## config.mk

```make
export PLATFORM = sky130hd
export DESIGN_NAME = sjis_queue
export DESIGN_NICKNAME = d
export VERILOG_FILES = /design/src/hdl/sjis_queue.sv
export SDC_FILE = /design/constraint.sdc
export NUM_CORES = 1
export LEC_CHECK = 0
export ABC_AREA = 0
export BUFFER_PORTS_ARGS = -buffer_cell sky130_fd_sc_hd__buf_4
export CAP_MARGIN = 20
export CORE_ASPECT_RATIO = 1.25
export CORE_MARGIN = 5
export CORE_UTILIZATION = 55
export CTS_BUF_LIST = sky130_fd_sc_hd__clkbuf_8
export CTS_CLUSTER_SIZE = 20
export DETAILED_ROUTE_END_ITERATION = 6
export PLACE_DENSITY_LB_ADDON = 0.2
export SYNTH_ARGS = -nofsm -noshare
export SYNTH_HDL_FRONTEND = slang
export SYNTH_SLANG_ARGS = --single-unit
```

## constraint.sdc

```tcl
create_clock -name i_clk -period 2 [get_ports i_clk]
set_input_delay 0.3 -clock i_clk [delete_from_list [all_inputs] [get_ports i_clk]]
set_output_delay 0.3 -clock i_clk [all_outputs]
set_load 0.02 [all_outputs]
```

## src/hdl/sjis_queue.sv

```systemverilog
// small register fifo between the front and back parts
// no dependencies
module sjis_queue #(
    parameter int WIDTH = 8,
    parameter int DEPTH = 4
) (
    input  logic             i_clk,
    input  logic             i_rst_n,
    input  logic             i_push,
    input  logic [WIDTH-1:0] i_data,
    output logic             o_full,
    input  logic             i_pop,
    output logic [WIDTH-1:0] o_data,
    output logic             o_empty
);

    localparam int PW = $clog2(DEPTH);
    localparam int CW = $clog2(DEPTH + 1);

    logic [WIDTH-1:0] r_data [DEPTH];
    logic [PW-1:0]    r_wptr, n_wptr;
    logic [PW-1:0]    r_rptr, n_rptr;
    logic [CW-1:0]    r_count, n_count;

    always_comb begin
        n_wptr  = r_wptr;
        n_rptr  = r_rptr;
        n_count = r_count;
        if (i_push) begin
            n_wptr = (r_wptr == PW'(DEPTH - 1)) ? '0 : r_wptr + 1'b1;
        end
        if (i_pop) begin
            n_rptr = (r_rptr == PW'(DEPTH - 1)) ? '0 : r_rptr + 1'b1;
        end
        if (i_push && !i_pop) begin
            n_count = r_count + 1'b1;
        end else if (i_pop && !i_push) begin
            n_count = r_count - 1'b1;
        end
    end

    always_ff @(posedge i_clk) begin
        if (!i_rst_n) begin
            r_wptr  <= '0;
            r_rptr  <= '0;
            r_count <= '0;
        end else begin
            r_wptr  <= n_wptr;
            r_rptr  <= n_rptr;
            r_count <= n_count;
        end
    end

    always_ff @(posedge i_clk) begin
        if (i_push) begin
            r_data[r_wptr] <= i_data;
        end
    end

    assign o_data  = r_data[r_rptr];
    assign o_full  = (r_count == CW'(DEPTH));
    assign o_empty = (r_count == '0);

endmodule

```

==> results of run 1 <==
==> worst register-to-register path, cell delays in order (launching register included) <==
cell,delay (ps)
dfxtp_1,360
fa_1,440
xor2_1,160
or3_1,310
a21boi_1,170
==> power groups by stage <==
stage / clock network [uW] / logic, uW / registers (uW)
6_report: 521 / 248 / 1000
3_5_place_dp: 0 / 252 / 1020
2_1_floorplan: 0 / 161 / 1010
3_3_place_gp: 0 / 244 / 1020
4_1_cts: 530 / 253 / 1000
5_1_grt: 572 / 273 / 1010
==> cell type report <==
class | instances | area [um2]
Clock inverter | 2 | 8.758
Multi-Input combinational cell | 39 | 442.9
Timing Repair Buffer | 22 | 165.2
Inverter | 4 | 15.01
Clock buffer | 6 | 82.58
Tap cell | 36 | 45.04
Sequential cell | 41 | 1141
Fill cell | 235 | 989.7
==> cell usage after synthesis <==
library cell  instances
nor3_1                2
a21boi_1              1
fa_1                  1
or3_1                 1
and2_1                5
inv_1                 4
o21a_1                1
xnor2_1               1
nor2_1                1
buf_6                 1
o21ai_0               1
xor2_1                1
edfxtp_1             32
dfxtp_1               9
nor2b_1               5
mux4_2                8
mux2i_1               4
ha_1                  6
nor3b_1               1
clkbuf_2              1
==> through the flow <==
step           cells  cell area, um2    util  setup WS [ps]
2_1_floorplan     86            1615       -          437.3
3_3_place_gp     142            1809  0.6260          281.1
3_5_place_dp     142            1809  0.6260          191.6
4_1_cts          150            1901  0.6576          192.0
5_1_grt          150            1901  0.6576          149.1
6_report         150            1901  0.6576          221.7
==> path summary, 6_finish.rpt <==
check	from	to	slack, ps	cells after the start
setup / recovery	register	o_data[5]	220	3
hold / removal	i_data[0]	r_data[0][0]	220	1
setup reg to reg	r_count[0]	r_count[2]	490	4
hold reg to reg	r_count[2]	r_count[2]	530	2
==> cell families (layout without fill, tap and decap cells) <==
logic type / count (synthesis) / after routing / share of synthesized area
and+or+nand+nor: 15 / 15 / 0.05577
xor gates and xnor gates: 2 / 2 / 0.01085
AOI/OAI and AO/OA: 3 / 3 / 0.01239
muxes: 12 / 12 / 0.1363
DFF: 41 / 41 / 0.7064
buffers and inverters: 6 / 34 / 0.01936
adders and majority gates: 7 / 7 / 0.05887
==> metal layers <==
| metal | global-route usage | vias up |
|---|---|---|
| li1 | - | 379 |
| met1 | 0.1233 | 400 |
| met2 | 0.2286 | 18 |
| met3 | 0.04745 | 5 |
| met4 | 0.06186 | 0 |
| met5 | 0 | - |
==> state kept, by name (all words and copies together) (netlist names), named ones only <==
register	count
r_data	32
r_count	3
r_wptr	2
r_rptr	2
==> flow_summary.yaml, run 1 <==
pwr:
  pwr-share-clk: 0.294
  p_sw_uw: 402.8
  p_leak_uw: 0.0007033
  total_power_uw: 1770
  switching_share: 0.2276
  combPwrFrac: 0.140
  sequentialPowerShare: 0.565
  powerDensity_mw_per_mm2: 931.1
  intPower_uw: 1367
  peakVddDrop_uv: 588.3
clocking:
  cts_root_buf: "clkbuf_8"
  clock_latency_ps: 280
  clockBufferDepth: 2
  post-cts-setup-buffers: 0
  post_cts_resize_count: 0
  clkSinkCount: 41
  cts_buffers: 5
  htreeDepth: 2
  ctsHoldBuffers: 0
  clk_transition_reported_paths_ps: 70
  cts_tree: "built"
setup_path:
  crit_top_cell: "buf_4"
  crit_buf_inv: 2
  path_delay_family: "multiplexers"
  max_stage_delay_ps: 520
  worstPathArrival_ps: 1480
  cp-end-kind: "primary output"
  cp-start-kind: "register"
  crit_type: "reg -> out"
  required_ps: 1700
  crit_chain: "buf_4, mux4_2, buf_4"
  crit_slowest_cell: "mux4_2"
  path_max_fanout: 8
cells_and_area:
  layout_common_cells: "edfxtp_1, buf_4, dfxtp_1"
  antenna_cells: 0
  final_common_cell: "edfxtp_1"
  syn_to_final_growth_pct: 17.66
  nNetsFinal: 132
  drive_above_1_share: 0.3246
sta:
  setup_viol: 0
  layout_min_cycle_time_ps: 1778
  grt_setup_unrepaired: "no"
  hold_violations: 0
  finalSetupTns_ps: 0
  tightest_slew_ps: 437.2
  fin_skew_ps: 4.192
  relSlewSlack: 0.7086
  whs_ps: 215.6
  slew_viol_final: 0
  fmax_mhz: 562.3
  post-route-period-util: 0.8892
logic_synthesis:
  synth.largest_area_cell: "edfxtp_1"
  ys_ff_latch: 41
  syn-num-nets: 105
  avgSynthCellArea_um2: 18.78
  syn_area_mm2: 0.001615
  synth_seq_area_share: 0.7064
  ys_top_cells_by_area: "edfxtp_1, dfxtp_1, mux4_2, ha_1, mux2i_1"
  yosysUniqueCellTypes: 20
  synth_top_area_frac: 0.5949
  synthCells: 86
  synth_warnings: 0
route:
  met3_length_um: 140
  via_per_inst: 5.347
  wl_met1_um: 814
  vias: 802
  ant_nets: 0
  dr.max_layer_used: "met4"
  met2_length_um: 1342
  drt_iter0_markers: 11
  wl_um: 2330
  dr.pass1.iters: 2
  drcViolationCount: 0
  routedWlPerCell_um: 15.53
global_route:
  grt_pass1_wl_um: 3801
  grt_overflow_total: 0
  grt_max_degree: 13
  antenna_found_initial: 0
  grt_pass1_vias: 839
  grtUsageTotal: 0.1271
floorplan:
  die_area_mm2: 0.004127
  placementRows: 22
  die_h_um: 70.59
  start_util: 0.5589
  core_mm2: 0.002890
  ioPinCount: 22
  chipWidth_um: 58.47
job:
  maxCapViolCount: 0
run_status:
  outcome: "completed"
place:
  gp_congestion: 0.6252
  portBuffers: 21
hold_path:
  hold_path.class: "in -> reg"
(Power assumes the default switching activity.)
==> run 2: changes to the inputs <==
--- a/config.mk
+++ b/config.mk
@@ -14,7 +14,7 @@
 export CTS_BUF_LIST = sky130_fd_sc_hd__clkbuf_8
 export CTS_CLUSTER_SIZE = 20
 export DETAILED_ROUTE_END_ITERATION = 6
-export PLACE_DENSITY_LB_ADDON = 0.2
+export PLACE_DENSITY = 0.78
 export SYNTH_ARGS = -nofsm -noshare
 export SYNTH_HDL_FRONTEND = slang
 export SYNTH_SLANG_ARGS = --single-unit
==> flow_summary.yaml, run 2 (synthesis results as in run 1) <==
sta:
  setup_viol: 0
  fmax_mhz: 558.5
  finalSetupTns_ps: 0
  post-route-period-util: 0.8953
  grt_setup_unrepaired: "no"
  tightest_slew_ps: 421.6
  layout_min_cycle_time_ps: 1791
  fin_skew_ps: 3.767
  slew_viol_final: 0
  hold_violations: 0
  relSlewSlack: 0.7189
run_status:
  outcome: "completed"
route:
  wl_um: 2327
  vias: 774
  ant_nets: 0
  via_per_inst: 5.160
  drcViolationCount: 0
  drt_iter0_markers: 11
  routedWlPerCell_um: 15.51
  dr.pass1.iters: 4
cells_and_area:
  stdcell_count: 150
  final_common_cell: "edfxtp_1"
  drive_above_1_share: 0.3246
  layout_common_cells: "edfxtp_1, buf_4, dfxtp_1"
  reg_top3: "r_data x32, r_count x3"
  largest_reg_flops: 32
  syn_to_final_growth_pct: 17.12
  antenna_cells: 0
  largest-register: "r_data"
  n_fill_cell: 227
  nNetsFinal: 132
floorplan:
  chipWidth_um: 58.47
  start_util: 0.5589
  core_mm2: 0.002890
  die_h_um: 70.59
  placementRows: 22
  die_area_mm2: 0.004127
  ioPinCount: 22
global_route:
  antenna_found_initial: 0
  grtUsageTotal: 0.1289
  grt_pass1_wl_um: 3795
  grt_max_degree: 13
  grt_overflow_total: 0
  grt_pass1_vias: 810
clocking:
  post-cts-setup-buffers: 0
  ctsHoldBuffers: 0
  cts_root_buf: "clkbuf_8"
  htreeDepth: 2
  cts_tree: "built"
  post_cts_resize_count: 0
  clk_transition_reported_paths_ps: 70
  clock_latency_ps: 290
  cts_buffers: 5
  clockBufferDepth: 2
  clkSinkCount: 41
setup_path:
  max_stage_delay_ps: 530
  cp-start-kind: "register"
  reg2reg_slack_ps: 470
  cp-end-kind: "primary output"
  crit_type: "reg -> out"
  worstPathArrival_ps: 1490
  path_max_fanout: 8
  required_ps: 1700
  r2r-start: "r_count[0]"
  crit_top_cell: "buf_4"
  crit_buf_inv: 2
  crit_slowest_cell: "mux4_2"
  crit_chain: "buf_4, mux4_2, buf_4"
  r2r-end: "r_count[2]"
  reg2reg_depth: 4
  path_delay_family: "multiplexers"
pwr:
  p_sw_uw: 409.3
  combPwrFrac: 0.144
  switching_share: 0.2352
  peakVddDrop_uv: 682.0
  intPower_uw: 1331
  sequentialPowerShare: 0.575
  pwr-share-clk: 0.282
  p_leak_uw: 0.0007038
  powerDensity_mw_per_mm2: 919.9
hold_path:
  hold_depth: 1
  hold_path.class: "in -> reg"
  hp-start: "i_data[5]"
  whs_endpoint: "r_data[0][5]"
place:
  gp_congestion: 0.6725
  dp.cells: 142
  dpl.hpwl_um: 1751
  portBuffers: 21
job:
  maxCapViolCount: 0
[run 2: cell types whose count changed in the layout (fill, tap and decap cells not counted), sizes merged]
| cell | change |
|---|---|
| inv | +1 |
| clkbuf | -1 |
[run 2: cell type report]
type	instances	area, um2	area share
timing repair buffer	22	165.2	0.08730
multi-input combinational	39	442.9	0.2341
inverter	4	15.01	0.007937
tap	36	45.04	0.02381
clock inverter	3	13.76	0.007275
sequential	41	1141	0.6032
clock buffer	5	68.82	0.03638
[run 2: worst max-delay path by stage]
stage,startpoint,end,depth (start not counted)
finish,register,o_data[0],3
floorplan,i_pop,r_count[2],7
global placement,i_pop,r_count[2],8
CTS,register,o_data[0],3
global route,register,o_data[0],3
detailed placement,i_pop,r_count[2],8
[run 2: power groups by stage]
| stage | Sequential, uW | Combinational [uW] | Clock (uW) |
|---|---|---|---|
| 4_1_cts | 1000 | 255 | 502 |
| 2_1_floorplan | 1010 | 161 | 0 |
| 5_1_grt | 1010 | 274 | 544 |
| 6_report | 1000 | 250 | 490 |
| 3_3_place_gp | 1010 | 242 | 0 |
| 3_5_place_dp | 1020 | 253 | 0 |
[run 2: stage by stage]
| stage | power (uW) | area [um2] | worst slack, ps | hold WS [ps] | utilization |
|---|---|---|---|---|---|
| after floorplan | 1168 | 1615 | 437.3 | 398.9 | - |
| after detailed placement | 1273 | 1809 | 135.3 | 504.4 | 0.6260 |
| after CTS | 1757 | 1892 | 174.1 | 205.1 | 0.6545 |
| after global placement | 1256 | 1809 | 275.3 | 478.9 | 0.6260 |
| after global routing | 1824 | 1892 | 131.5 | 201.1 | 0.6545 |
| final | 1740 | 1892 | 209.4 | 209.6 | 0.6545 |
[run 2: routing by layer]
metal  track usage  routed length (um)  vias to the layer above
met5             0                   0                        -
met4       0.06443                  36                        0
met3       0.04197                 124                        6
met2        0.2224                1258                       18
met1        0.1381                 907                      373
li1              -                   -                      377
